## src/design/lane_parallel_xoshiro_range_draw_macros.svh

```systemverilog
// Assertion helpers used by the block's top module.
`ifndef LANE_PARALLEL_XOSHIRO_RANGE_DRAW_MACROS_SVH
`define LANE_PARALLEL_XOSHIRO_RANGE_DRAW_MACROS_SVH

// The consequent must hold in the same cycle as the antecedent.
`define LPXRD_ASSERT_NOW(label, clk, rst_n, ante, cons, msg) \
	label: assert property (@(posedge clk) disable iff (!rst_n) (ante) |-> (cons)) \
		else $error(msg);

// The consequent must hold in the cycle after the antecedent.
`define LPXRD_ASSERT_NEXT(label, clk, rst_n, ante, cons, msg) \
	label: assert property (@(posedge clk) disable iff (!rst_n) (ante) |=> (cons)) \
		else $error(msg);

`endif

```

## src/design/lpxrd_pkg.sv

```systemverilog
package lpxrd_pkg;

	localparam int LANES_DEFAULT = 4;
	localparam int LANE_W        = 4;
	localparam int SEED_W        = 64;
	localparam int MAX_W         = 32;
	localparam int VALUE_W       = 32;
	localparam int WORD_W        = 32;
	localparam int SHIFT_K       = 17;
	localparam int ROT_K         = 45;

	localparam logic OP_DRAW  = 1'b0;
	localparam logic OP_WRITE = 1'b1;

	typedef enum logic [1:0] {
		SEL_A = 2'd0,
		SEL_B = 2'd1,
		SEL_C = 2'd2,
		SEL_D = 2'd3
	} word_sel_t;

	typedef struct packed {
		logic              write;
		logic              advance;
		word_sel_t         word_select;
		logic [SEED_W-1:0] seed_word;
	} lane_ctrl_t;

endpackage

```

## src/design/lpxrd_scale.sv

```systemverilog
module lpxrd_scale import lpxrd_pkg::*; (
	input  logic               clk,
	input  logic               arst_n,
	input  logic               load,
	input  logic [WORD_W-1:0]  word,
	input  logic [MAX_W-1:0]   max,
	input  logic               out_ready,
	output logic               out_valid,
	output logic [VALUE_W-1:0] value
);

	logic [WORD_W+MAX_W-1:0] product;
	logic                    valid_q;
	logic [VALUE_W-1:0]      value_q;

	assign product = {{MAX_W{1'b0}}, word} * {{WORD_W{1'b0}}, max};

	// The high half is below max unless max is zero, so adding one cannot wrap.
	always_ff @(posedge clk) begin
		if (load) begin
			value_q <= product[WORD_W+MAX_W-1:WORD_W] + VALUE_W'(1);
		end
	end

	always_ff @(posedge clk or negedge arst_n) begin
		if (!arst_n) begin
			valid_q <= 1'b0;
		end else if (load) begin
			valid_q <= 1'b1;
		end else if (out_ready) begin
			valid_q <= 1'b0;
		end
	end

	assign out_valid = valid_q;
	assign value     = value_q;

endmodule

```

## config.mk

```make
export PLATFORM = sky130hd
export DESIGN_NAME = lpxrd_scale
export DESIGN_NICKNAME = d
export VERILOG_FILES = /design/src/design/lane_parallel_xoshiro_range_draw_macros.svh /design/src/design/lpxrd_pkg.sv /design/src/design/lpxrd_scale.sv
export SDC_FILE = /design/constraint.sdc
export NUM_CORES = 2
export LEC_CHECK = 0
export BUFFER_PORTS_ARGS = -buffer_cell sky130_fd_sc_hd__buf_4
export CORE_AREA = 2 2 284 286
export CTS_BUF_LIST = sky130_fd_sc_hd__clkbuf_8
export DETAILED_ROUTE_END_ITERATION = 8
export DIE_AREA = 0 0 286 288
export GPL_TIMING_DRIVEN = 0
export PLACE_DENSITY_LB_ADDON = 0.3
export SKIP_CTS_REPAIR_TIMING = 1
export SLEW_MARGIN = 5
export SYNTH_ARGS = -nofsm -noshare
export SYNTH_HDL_FRONTEND = slang
export SYNTH_SLANG_ARGS = --single-unit
```

## constraint.sdc

```tcl
create_clock -name clk -period 0.8 [get_ports clk]
set_input_delay 0.16 -clock clk [delete_from_list [all_inputs] [get_ports clk]]
set_output_delay 0.16 -clock clk [all_outputs]
set_load 0.02 [all_outputs]
```

==> impl_metrics.tcl <==
set metrics [dict create \
    worst_slack_ps -7617 \
    yosysSeqAreaShare 0.02783 \
    grt_pass1_vias 29460 \
    ys_warn_count 0 \
    antenna_found_initial 9 \
    crit_path_end_kind "flop" \
    yosys.cell_types.count 76 \
    synth-edff-count 32 \
    worstMarginPinSlew_ps 992.2 \
    worst_path_max_delay_cell "fa_2" \
    busiest_layer "met2" \
    failed_checks "negative setup slack" \
    grt_pass1_wl_um 193100 \
    grt_usage 0.3220 \
    drcViolationCount 0 \
    ant_nets 0 \
    netlist_area_um2 35430 \
    cts_buffers 5 \
    die_area_um2 82370 \
    cp.required_ps 830 \
    timing.fmax_mhz 118.8 \
    core_um2 79640 \
    startpoint_type "primary input" \
    syn_to_final_growth_pct 13.00 \
    hold_class "in2reg" \
    rsz0062_at_grt "true" \
    place.gp.congestion 1.020 \
    grt_start_max_net_pins 34 \
    cts_root_buf "clkbuf_8" \
    cp_data_arrival_time_ps 8450 \
    clockBufferDepth 2 \
    synthArstFlopShare 0.03030 \
    synth_fp_nets 5159 \
    avgSynthCellArea_um2 9.004 \
    die_x_um 286 \
    ios 101 \
    hpwl_um 111200 \
    clkSinkCount 33 \
    cts_tree "done" \
    ys_ff_latch 33 \
    vias 28170 \
    hold_violations 0 \
    min_period_ps 8417 \
    vias_per_cell 5.459 \
    clk_latency_ps 290 \
    finalSetupViolCount 65 \
    dieHeight_um 288 \
    final_cells 5160 \
    drt_first_pass_iters 5 \
    grt_overflow 0 \
    cap_violations 0 \
    cpMostUsedCell "fa_1" \
    fillers 7604 \
    slew_headroom 0.3385 \
    dp_cells 5095 \
    skew_ps 0 \
    drive_gt1_frac 0.1384 \
    grt_use_met1 0.4366 \
    slowest_delay_ps 660 \
    drt_wl_total_um 129200 \
    crit_type "in2reg" \
    status "finished with violations" \
    netlist_instances 3935 \
    num-nets-final 5320 \
    grtUsageMet2 0.5043 \
    worstPathMaxFanout 10 \
    drt_iter0_drc 2304 \
    clk_pin_slew_ps 70 \
    rows 104 \
    fin_crit_sh 10.52 \
    dominantRegCellSynth "edfxtp_1" \
    start_util 0.4449 \
    met3_usage 0.07845 \
    port_buffers 100 \
    htreeDepth 2 \
    drv_slew 0 \
    routedWlPerCell_um 25.04 \
]
[cells in the mapped netlist (5+ instances only)]
library cell  count  area [um2]
a211oi_1         17       127.6
a21o_1           12       90.09
a21oi_1          91       455.4
a31oi_1           5       31.28
and2_1          578        3616
and4_1            6       52.55
buf_2            10       50.05
clkbuf_1        204       765.7
edfxtp_1         32       960.9
fa_1            895       17920
ha_1            261        3266
inv_1           883        3314
nand2_1         546        2049
nand2b_1          5       31.28
nand3_1          21       105.1
nand4_1          35       219.0
nor2_1           60       225.2
nor3_1           21       105.1
nor3b_1           5       37.54
nor4_1           11       68.82
o211a_1           5       50.05
o211ai_1          9       67.56
o21a_1            9       67.56
o21ai_0          52       260.3
o21ai_1           7       35.03
o21bai_1          9       67.56
or3_1             8       50.05
xnor2_1          32       280.3
xor2_1           15       131.4
[path summary, 6_finish.rpt]
kind / end / depth (start not counted) / slack (ps) / startpoint
worst max-delay path: value[31] / 29 / -7620 / word[15]
worst min-delay path: out_valid / 3 / 130 / out_ready
worst max register to register: out_valid / 1 / 130 / out_valid
worst min register to register: out_valid / 1 / 510 / out_valid
max in group asynchronous: out_valid / 2 / 550 / arst_n
min in group asynchronous: out_valid / 2 / 170 / arst_n
[layer usage]
| metal | vias up | share of wire | wire (um) |
|---|---|---|---|
| met1 | 14600 | 0.40 | 52180 |
| met2 | 1324 | 0.44 | 57310 |
| met4 | 8 | 0.049 | 6369 |
| met5 | - | 0.00041 | 53 |
| met3 | 276 | 0.10 | 13290 |
| li1 | 11960 | - | - |
[flip-flops by register name, indices dropped and copies added, names as in the netlist]
name	flops
value	32
out_valid	1
[per-stage QoR]
step | setup TNS (ps) | hold WS (ps) | utilization | cell area [um2] | setup WS [ps]
finish | -233130 | 133.3 | 0.5027 | 40040 | -7617
global route | -238270 | 140.2 | 0.5027 | 40030 | -7788
CTS | -260050 | -397.9 | 0.4805 | 38270 | -8574
detailed placement | -265470 | -61.44 | 0.4795 | 38180 | -8856
global placement | -264230 | -62.84 | 0.4795 | 38180 | -8817
floorplan | -198260 | -135.6 | - | 36110 | -6620
[kinds of logic after synthesis]
family / synth area share
AOI/OAI and AO/OA: 0.04933
xor gates and xnor gates: 0.01208
adders and majority gates: 0.5979
buffers and inverters: 0.1172
DFF: 0.02783
muxes: 0.001448
and+or+nand+nor: 0.1942
[worst max-delay path, delay by kind of cell]
kind	cells	cell delay, ps
AO/OA/AOI/OAI	3	650
XOR/XNOR	1	160
adder cells (fa/ha/maj)	9	4540
buffers and inverters	7	910
AND/OR/NAND/NOR	9	1980
[layout make-up]
type                    instances  area [um2]  area share
flip-flops and latches         33       985.9     0.02463
diodes                          3       7.507   0.0001875
repair buffers                158        1339     0.03344
well taps                    1060        1326     0.03313
multi-input cells            2802       31170      0.7784
clock buffers                   5       68.82    0.001719
clock inverters                 3       13.76   0.0003438
inverters                     883        3314     0.08278
plain buffers                 213        1815     0.04535
[cells in the final DEF, fill, tap and decap left out, types with 8 or more instances in the layout]
master / n
fa_1: 857
nand2_2: 12
a211oi_1: 14
o21ai_0: 44
clkbuf_1: 21
buf_2: 18
nand4_1: 35
buf_4: 151
fa_2: 38
nor2_1: 52
a21oi_2: 16
and2_1: 549
nor4_4: 8
o21ai_1: 10
and2_4: 28
ha_1: 250
inv_2: 8
buf_6: 69
nor3_1: 13
clkbuf_4: 29
edfxtp_1: 32
buf_8: 13
a21oi_1: 75
xor2_1: 8
o21a_1: 8
a21o_1: 12
nand2_1: 535
o211ai_1: 9
clkbuf_2: 44
clkbuf_8: 16
buf_12: 14
xnor2_1: 30
ha_4: 10
inv_1: 876
nand3_1: 18
Power is left out: the tool's default activity adds up to more than one toggle a clock period on the data nets, which glitch-free logic cannot reach.
