### config.mk
export PLATFORM = sky130hd
export DESIGN_NAME = lpxrd_lane
export DESIGN_NICKNAME = d
export VERILOG_FILES = /design/src/design/lane_parallel_xoshiro_range_draw_macros.svh /design/src/design/lpxrd_pkg.sv /design/src/design/lpxrd_lane.sv
export SDC_FILE = /design/constraint.sdc
export NUM_CORES = 1
export LEC_CHECK = 0
export BUFFER_PORTS_ARGS = -buffer_cell sky130_fd_sc_hd__buf_2
export CORE_MARGIN = 2
export CORE_UTILIZATION = 60
export CTS_BUF_LIST = sky130_fd_sc_hd__clkbuf_4
export DETAILED_ROUTE_END_ITERATION = 16
export GPL_ROUTABILITY_DRIVEN = 0
export PLACE_DENSITY_LB_ADDON = 0.25
export SETUP_SLACK_MARGIN = 0.1
export SYNTH_ARGS = -nofsm -noshare
export SYNTH_HDL_FRONTEND = slang
export SYNTH_SLANG_ARGS = --single-unit
export TNS_END_PERCENT = 30
### constraint.sdc
create_clock -name clk -period 6 [get_ports clk]
set_input_delay 0.6 -clock clk [delete_from_list [all_inputs] [get_ports clk]]
set_output_delay 0.6 -clock clk [all_outputs]
set_load 0.005 [all_outputs]
### src/design/lane_parallel_xoshiro_range_draw_macros.svh
// Assertion helpers used by the block's top module.
`ifndef LANE_PARALLEL_XOSHIRO_RANGE_DRAW_MACROS_SVH
`define LANE_PARALLEL_XOSHIRO_RANGE_DRAW_MACROS_SVH

// The consequent must hold in the same cycle as the antecedent.
`define LPXRD_ASSERT_NOW(label, clk, rst_n, ante, cons, msg) \
	label: assert property (@(posedge clk) disable iff (!rst_n) (ante) |-> (cons)) \
		else $error(msg);

// The consequent must hold in the cycle after the antecedent.
`define LPXRD_ASSERT_NEXT(label, clk, rst_n, ante, cons, msg) \
	label: assert property (@(posedge clk) disable iff (!rst_n) (ante) |=> (cons)) \
		else $error(msg);

`endif

### src/design/lpxrd_pkg.sv
package lpxrd_pkg;

	localparam int LANES_DEFAULT = 4;
	localparam int LANE_W        = 4;
	localparam int SEED_W        = 64;
	localparam int MAX_W         = 32;
	localparam int VALUE_W       = 32;
	localparam int WORD_W        = 32;
	localparam int SHIFT_K       = 17;
	localparam int ROT_K         = 45;

	localparam logic OP_DRAW  = 1'b0;
	localparam logic OP_WRITE = 1'b1;

	typedef enum logic [1:0] {
		SEL_A = 2'd0,
		SEL_B = 2'd1,
		SEL_C = 2'd2,
		SEL_D = 2'd3
	} word_sel_t;

	typedef struct packed {
		logic              write;
		logic              advance;
		word_sel_t         word_select;
		logic [SEED_W-1:0] seed_word;
	} lane_ctrl_t;

endpackage

### src/design/lpxrd_lane.sv
module lpxrd_lane import lpxrd_pkg::*; (
	input  logic              clk,
	input  logic              arst_n,
	input  lane_ctrl_t        ctrl,
	output logic [SEED_W-1:0] sum
);

	logic [SEED_W-1:0] s0_q, s1_q, s2_q, s3_q;
	logic [SEED_W-1:0] t, c1, d1, b1, a1, c2, d2;

	// One xoshiro256+ step, written out in the order of the usual algorithm.
	always_comb begin
		t  = s1_q << SHIFT_K;
		c1 = s2_q ^ s0_q;
		d1 = s3_q ^ s1_q;
		b1 = s1_q ^ c1;
		a1 = s0_q ^ d1;
		c2 = c1 ^ t;
		d2 = {d1[SEED_W-1-ROT_K:0], d1[SEED_W-1:SEED_W-ROT_K]};
	end

	assign sum = s0_q + s3_q;

	always_ff @(posedge clk or negedge arst_n) begin
		if (!arst_n) begin
			s0_q <= '0;
			s1_q <= '0;
			s2_q <= '0;
			s3_q <= '0;
		end else if (ctrl.advance) begin
			s0_q <= a1;
			s1_q <= b1;
			s2_q <= c2;
			s3_q <= d2;
		end else if (ctrl.write) begin
			unique case (ctrl.word_select)
				SEL_A: s0_q <= ctrl.seed_word;
				SEL_B: s1_q <= ctrl.seed_word;
				SEL_C: s2_q <= ctrl.seed_word;
				SEL_D: s3_q <= ctrl.seed_word;
				default: s3_q <= ctrl.seed_word;
			endcase
		end
	end

endmodule

==> impl_results.md, run 1 <==
- Met2 global-route usage: 52.8%
- Hold Vio Cnt, Final: 0
- Met3 Use GR: 10.2%
- Cell Rows: 62
- Top-area cell type share of the netlist area: 36.7%
- Bufs on Longest Clock Path: 3
- Critical path class: reg2out
- Most common cell type on the critical path: a21oi_1
- DR vias: 16300
- Initial antenna violation count: 2
- Top cells by area, synth: dfrtp_1, xnor2_1, o21ai_0, a22oi_1, ha_1
- Die width: 175 um
- Skew final: 0.0425 ns
- RSZ-0062 raised after global routing: false
- Register area share after synthesis: 36.7%
- Root buffer cell: clkbuf_4
- # Post-CTS Setup Buffers: 0
- Asr flop ratio synth: 100%
- Final Cycle Share: 81.8%
- Overall Global Routing Usage: 35.7%
- Buf+Inv Stages, Crit Path: 1
- Sequential cell area: 6410 um^2
- CP peak stage delay: 0.42 ns
- Fillers: 2392
- Fin crit period: 4.91 ns
- Sink Count: 256
- Port buffer count: 133
- Cts bufs inserted: 70
- H-tree levels: 3
- Die Ht: 175 um
- Initial Util: 60.9%
- DP HPWL: 37600 um
- Critical path endpoint category: primary output
- Post-route DRC: 0
- Most heavily used metal layer in global routing: met2
- DR WL/cell: 22.9 um
- Ports: 134
- Critical path fanouts, max: 5
- Vias in the first global route: 15300
- Max-cap check violation count: 0
- Final setup violation count: 0
- Largest net degree at the start of global routing: 159
- Core area: 28700 um^2
- Clock transition at path regs: 0.06 ns
- DRT iter0 DRCs: 1807
- Final Max Slew Viols: 0
- Slew HR: 25.6%
- Final ANT Viol Nets: 0
- Synthesized cell area: 17500 um^2
- Req. time, crit path: 5.40 ns
- FF+latch count, synth: 256
- Area delta synth->final: 9.04%
- Status: completed
- GRT Residual Overflow: 0
- Layout cells sized above 1: 16.9%
- Sum Neg Setup Slack: 0 ns
- CP Data Arrival Time: 4.31 ns
- Cells after synthesis: 1925
- Die Area: 30500 um^2
- Worst-Skew Late Latency: 0.72 ns
- First-pass GRT wire length: 85200 um
- Drt pass-1 iters: 6
- Total wire length: 55600 um
- Hold Crit Class: in2reg
- Yosys top cell by area: dfrtp_1
- Syn nets: 2059
- Worst-Margin Slew: 1.12 ns
- Syn. warnings: 0
- Primary FF master, synth: dfrtp_1
- Cell variety after synth: 69
- CP top delay family: compound AO/OA/AOI/OAI gates
- Multi-input gate area: 10500 um^2
- Fmax: 204 MHz
- Via/cell ratio: 6.70
- Mean Syn Cell Area: 9.07 um^2
- Nature of the critical path startpoint: flip-flop
- Nets: 2138
- Met1 global-route usage: 47.4%
- Number of synthesized flops with an enable pin: 0
- Cell Chain, Critical Path: ha_1 -> fa_1 -> a21o_1 -> a221o_1 -> a21oi_1 -> o21ai_1 -> o21ai_1 -> a21oi_1 -> a21oi_1 -> a21oi_1 -> a311oi_1 -> xnor2_1 -> buf_2
- CP max-delay cell: dfrtp_1
- CTS tree: done
-- synthesized netlist by cell type, types with 3 or more instances --
| library cell | instances |
|---|---|
| mux2i_1 | 33 |
| a22oi_1 | 142 |
| ha_1 | 63 |
| a31oi_1 | 104 |
| nand3_1 | 13 |
| buf_1 | 10 |
| a21o_1 | 42 |
| a211oi_1 | 3 |
| dfrtp_1 | 256 |
| nand2b_1 | 4 |
| xor2_1 | 90 |
| a41oi_1 | 5 |
| o22ai_1 | 19 |
| or3_1 | 6 |
| xnor2_1 | 148 |
| nor2b_1 | 6 |
| or2_2 | 4 |
| o21ai_1 | 9 |
| nand4_1 | 19 |
| o21bai_1 | 10 |
| o221ai_1 | 32 |
| nand3b_1 | 32 |
| nor2_1 | 59 |
| o21ai_0 | 238 |
| buf_2 | 3 |
| a21oi_1 | 73 |
| nor3_1 | 104 |
| buf_4 | 5 |
| buf_6 | 4 |
| mux2_2 | 64 |
| o21a_1 | 3 |
| o21ai_2 | 3 |
| nand2_1 | 144 |
| inv_1 | 12 |
| and3_1 | 6 |
| o211ai_1 | 5 |
| clkbuf_1 | 114 |
-- worst reg2reg max path: cells and delay by family, from the launching register on --
| family | cells | cell delay (ns) |
|---|---|---|
| XOR/XNOR | 1 | 0.83 |
| flip-flops | 1 | 0.46 |
| AO/OA/AOI/OAI | 2 | 0.27 |
| AND/OR/NAND/NOR | 1 | 0.09 |
-- final cells by class --
class / instances / area share, %
clock inverter: 15 / 0.545
clock buffer: 96 / 3.78
inverter: 12 / 0.276
timing repair buffer: 146 / 4.15
antenna: 1 / 0.0131
sequential: 256 / 33.6
tap: 384 / 2.52
multi-input combinational: 1518 / 55.1
-- state kept, by name, summed over array words and instances, names as in the netlist --
| register | count |
|---|---|
| s0_q | 64 |
| s1_q | 64 |
| s2_q | 64 |
| s3_q | 64 |
-- cell families (layout without fill, tap and decap cells) --
| group | after synthesis | after routing | synth area share, % |
|---|---|---|---|
| buffers and inverters | 151 | 269 | 3.62 |
| AO/OA/AOI/OAI | 716 | 716 | 26.2 |
| AND/OR/NAND/NOR | 403 | 403 | 10.9 |
| adder cells (fa/ha/maj) | 64 | 64 | 4.63 |
| other | 0 | 1 | 0 |
| flip-flops | 256 | 256 | 36.7 |
| XOR/XNOR | 238 | 238 | 11.9 |
| multiplexers | 97 | 97 | 6.02 |
-- final timing paths --
path                       slack (ns)  cells past startpoint     start       end
setup / recovery                 1.09                     13   s0_q[0]   sum[60]
hold / removal                   0.17                      3  ctrl[10]  s2_q[10]
setup reg to reg                 4.20                      4  s1_q[10]  s0_q[10]
hold reg to reg                  0.54                      2  s2_q[61]  s2_q[61]
max in group asynchronous        4.04                      3    arst_n   s1_q[1]
min in group asynchronous        0.52                      2    arst_n  s1_q[10]
-- cells in the final DEF (no fill, tap or decap), types with 11 or more instances in the layout --
cell and instances:
buf_2 131, ha_1 63, a21o_1 42, mux2i_1 33, o22ai_1 19, inv_1 11
xor2_1 90, nand3_1 12, mux2_2 64, a22oi_1 142, nand2_1 144, a21oi_1 73
nor3_1 104, nand3b_1 32, o221ai_1 32, nand4_1 19, a31oi_1 103, o21ai_0 237
clkbuf_4 96, dfrtp_1 256, nor2_1 58, xnor2_1 148, buf_4 12
-- routing by layer --
layer,routed length (um),up-vias
met5,12,-
met4,3100,2
met3,5900,148
met2,24400,867
met1,22200,7880
li1,-,7374
-- through the flow --
stage / instances / hold slack [ns] / worst slack [ns] / utilization (%) / cell area, um^2
global route: 2428 / 0.154 / 0.796 / 66.4 / 19000
detailed placement: 2315 / 0.529 / 1.84 / 63.4 / 18200
floorplan: 1925 / 0.304 / 2.46 / - / 17500
finish: 2428 / 0.166 / 1.09 / 66.4 / 19000
CTS: 2427 / 0.128 / 1.11 / 66.4 / 19000
global placement: 2315 / 0.520 / 1.83 / 63.4 / 18200
-- timing repair --
| action | 4_1_cts | 5_1_grt |
|---|---|---|
| endpoints found under the hold margin | 89 | 0 |
| hold buffers | 1 | 0 |
| resized for setup | 0 | 0 |
Power of run 1 is not shown: default switching activity piles up to over one toggle a cycle in this logic, so the estimate is an artifact.
==> inputs of run 2 (changes only) <==
--- a/config.mk
+++ b/config.mk
@@ -7,7 +7,7 @@
 export LEC_CHECK = 0
 export BUFFER_PORTS_ARGS = -buffer_cell sky130_fd_sc_hd__buf_2
 export CORE_MARGIN = 2
-export CORE_UTILIZATION = 60
+export CORE_UTILIZATION = 57
 export CTS_BUF_LIST = sky130_fd_sc_hd__clkbuf_4
 export DETAILED_ROUTE_END_ITERATION = 16
 export GPL_ROUTABILITY_DRIVEN = 0
==> constraint.sdc (replaced) <==
create_clock -name clk -period 4.4 [get_ports clk]
set_input_delay 0.44 -clock clk [delete_from_list [all_inputs] [get_ports clk]]
set_output_delay 0.44 -clock clk [all_outputs]
set_load 0.005 [all_outputs]
==> run 2 against run 1 <==
Compared with the run above: routed wire length rose by 2.8%; cell count rose by 2.2%; flip-flop and latch count did not move; die area rose by 5.1%; sequential share of layout area fell by 0.99 points; hold slack got worse by 0.15 ns; non-clock buffer count rose by 32; worst setup slack got worse by 1.1 ns; core utilization fell by 1.7 points; clock-buffer cell count rose by 5; first-iteration DRC count rose by 10%; cell area rose by 3.1%; critical endpoint is now sum[58]; largest cell class unchanged.
==> impl_results.md, run 2 (synthesized netlist as in run 1, its figures left out) <==
- Status: completed
- Layout cells sized above 1: 18.9% (+2.0 points)
- Initial antenna violation count: 10 (+8)
- Worst reg2reg endpoint: s0_q[10]
- RSZ-0062 raised after global routing: true
- Met1 global-route usage: 49.1% (+1.7 points)
- Met3 Use GR: 7.70% (-2.5 points)
- Critical path fanouts, max: 3 (-2)
- Hold endpoint: s2_q[29]
- Hold Vio Cnt, Final: 0 (unchanged)
- DP HPWL: 39100 um (+3.9%)
- H-tree levels: 3 (unchanged)
- Largest net degree at the start of global routing: 153 (-3.8%)
- Critical path endpoint category: primary output
- Fillers: 2505 (+4.7%)
- GRT Residual Overflow: 0 (unchanged)
- Worst-Margin Slew: 1.04 ns (-0.0784 ns)
- Fmax: 228 MHz
- Ports: 134 (unchanged)
- Vias in the first global route: 15300 (+0.25%)
- CTS tree: done
- Area delta synth->final: 12.4%
- Placed cell areas: 18300 um^2 (+0.49%)
- Post-route DRC: 0 (unchanged)
- Port buffer count: 133 (unchanged)
- CP Data Arrival Time: 3.95 ns (-0.36 ns)
- Critical path class: reg2out
- Die width: 179 um (+2.5%)
- Final Cycle Share: 99.8%
- Worst-Skew Late Latency: 0.74 ns (+0.02 ns)
- Nets: 2171 (+1.5%)
- Most frequent cells in the layout: dfrtp_1, o21ai_0, xnor2_1, nand2_1, a22oi_1
- Hold wc startpoint: ctrl[29]
- Final Max Slew Viols: 0 (unchanged)
- Total wire length: 57200 um (+2.8%)
- Met2 global-route usage: 51.8% (-0.95 points)
- Core area: 30300 um^2 (+5.7%)
- R2R Setup Slk: 2.61 ns (-1.59 ns)
- Worst Reg-to-Reg Cells: 4 (unchanged)
- DR WL/cell: 23.0 um (+0.56%)
- Final setup violation count: 0 (unchanged)
- Nature of the critical path startpoint: flip-flop
- First-pass GRT wire length: 87000 um (+2.2%)
- Final worst slack: 0.00926 ns (-1.08 ns)
- Hold Slack: 0.0112 ns (-0.154 ns)
- Post-route design area: 19600 um^2 (+3.1%)
- Root buffer cell: clkbuf_4
- Setup Slack @ Placement: 0.356 ns (-1.49 ns)
- Cell Rows: 64 (+3.2%)
- Cts bufs inserted: 71 (+1.4%)
- Hold Crit Class: in2reg
- Slew HR: 30.8% (+5.2 points)
- Sink Count: 256 (unchanged)
- Overall Global Routing Usage: 35.3% (-0.38 points)
- Drt pass-1 iters: 8 (+2)
- Req. time, crit path: 3.96 ns (-1.44 ns)
- Via/cell ratio: 6.71 (+0.20%)
- RR Startpoint: s1_q[10]
- Final core utilization: 64.7% (-1.7 points)
- DR vias: 16700 (+2.4%)
- Die Area: 32100 um^2 (+5.1%)
- WHS Path Cells: 3 (unchanged)
- Clock transition at path regs: 0.07 ns (about the same)
- Die Ht: 179 um (+2.5%)
- Fin crit period: 4.39 ns
- Commonest non-fill, non-tap cell in the layout: dfrtp_1
- Final ANT Viol Nets: 0 (unchanged)
- Most heavily used metal layer in global routing: met2
- DRT iter0 DRCs: 1991 (+10%)
- Skew final: 0.0437 ns (+0.00118 ns)
- Max-cap check violation count: 0 (unchanged)
- Bufs on Longest Clock Path: 3 (unchanged)
- Initial Util: 57.6% (-3.3 points)
[run 2: cell count changes in the layout (fill, tap and decap cells not counted), moves of 5 or more]
cell / change
buf_4: +14
ha_1: -7
dlygate4sd3_1: +15
a21oi_1: -6
clkbuf_4: +5
a21oi_2: +5
diode_2: +5
[run 2: worst max-delay path by stage]
stage / start / endpoint / slack [ns]
final: s3_q[0] / sum[58] / 0.009
after global routing: s3_q[0] / sum[58] / -0.07
after detailed placement: s0_q[0] / sum[60] / 0.36
after floorplan: s0_q[0] / sum[62] / 1.02
after global placement: s0_q[0] / sum[60] / 0.42
after CTS: s0_q[0] / sum[58] / 0.02
[run 2: what timing repair did]
| item | CTS | global route |
|---|---|---|
| hold buffers | 16 | 0 |
| setup buffers | 9 | 3 |
| setup endpoints to repair | 20 | 14 |
| resized for setup | 12 | 25 |
| hold endpoints to repair | 74 | 0 |
| pin swaps | 15 | 14 |
[run 2: metal layers]
layer / vias up / part of all wire [%] / wire, um
met5: - / 0.042 / 24
met4: 4 / 5.0 / 2840
met3: 164 / 11 / 6190
met2: 999 / 44 / 25100
met1: 8037 / 40 / 23000
li1: 7462 / - / -
[run 2: layout make-up]
type	count	area (um^2)	share of cell area, %
sequential	256	6410	32.6
multi-input combinational	1518	10700	54.4
inverter	12	52.6	0.268
clock buffer	101	758	3.86
tap	396	495	2.52
clock inverter	15	113	0.574
antenna	6	15.0	0.0765
timing repair buffer	178	1110	5.63
[run 2: metrics by stage]
step / setup TNS, ns / std cells
after floorplan: 0 / 1925
after global placement: 0 / 2332
after detailed placement: 0 / 2332
after CTS: 0 / 2473
after global routing: -0.105 / 2479
final: 0 / 2482
[run 2: worst max-delay path: stages (launching register included)]
cell and delay [ns]:
dfrtp_1 0.42, ha_4 0.18, fa_2 0.36, a21o_1 0.18, a221o_2 0.42, a31oi_4 0.29
o211ai_2 0.10, nand2_2 0.16, o221ai_4 0.13, a311oi_2 0.36, o21ai_2 0.14, a31oi_1 0.22
xnor2_1 0.13, buf_2 0.12
Power of run 2 is left out for the same reason.
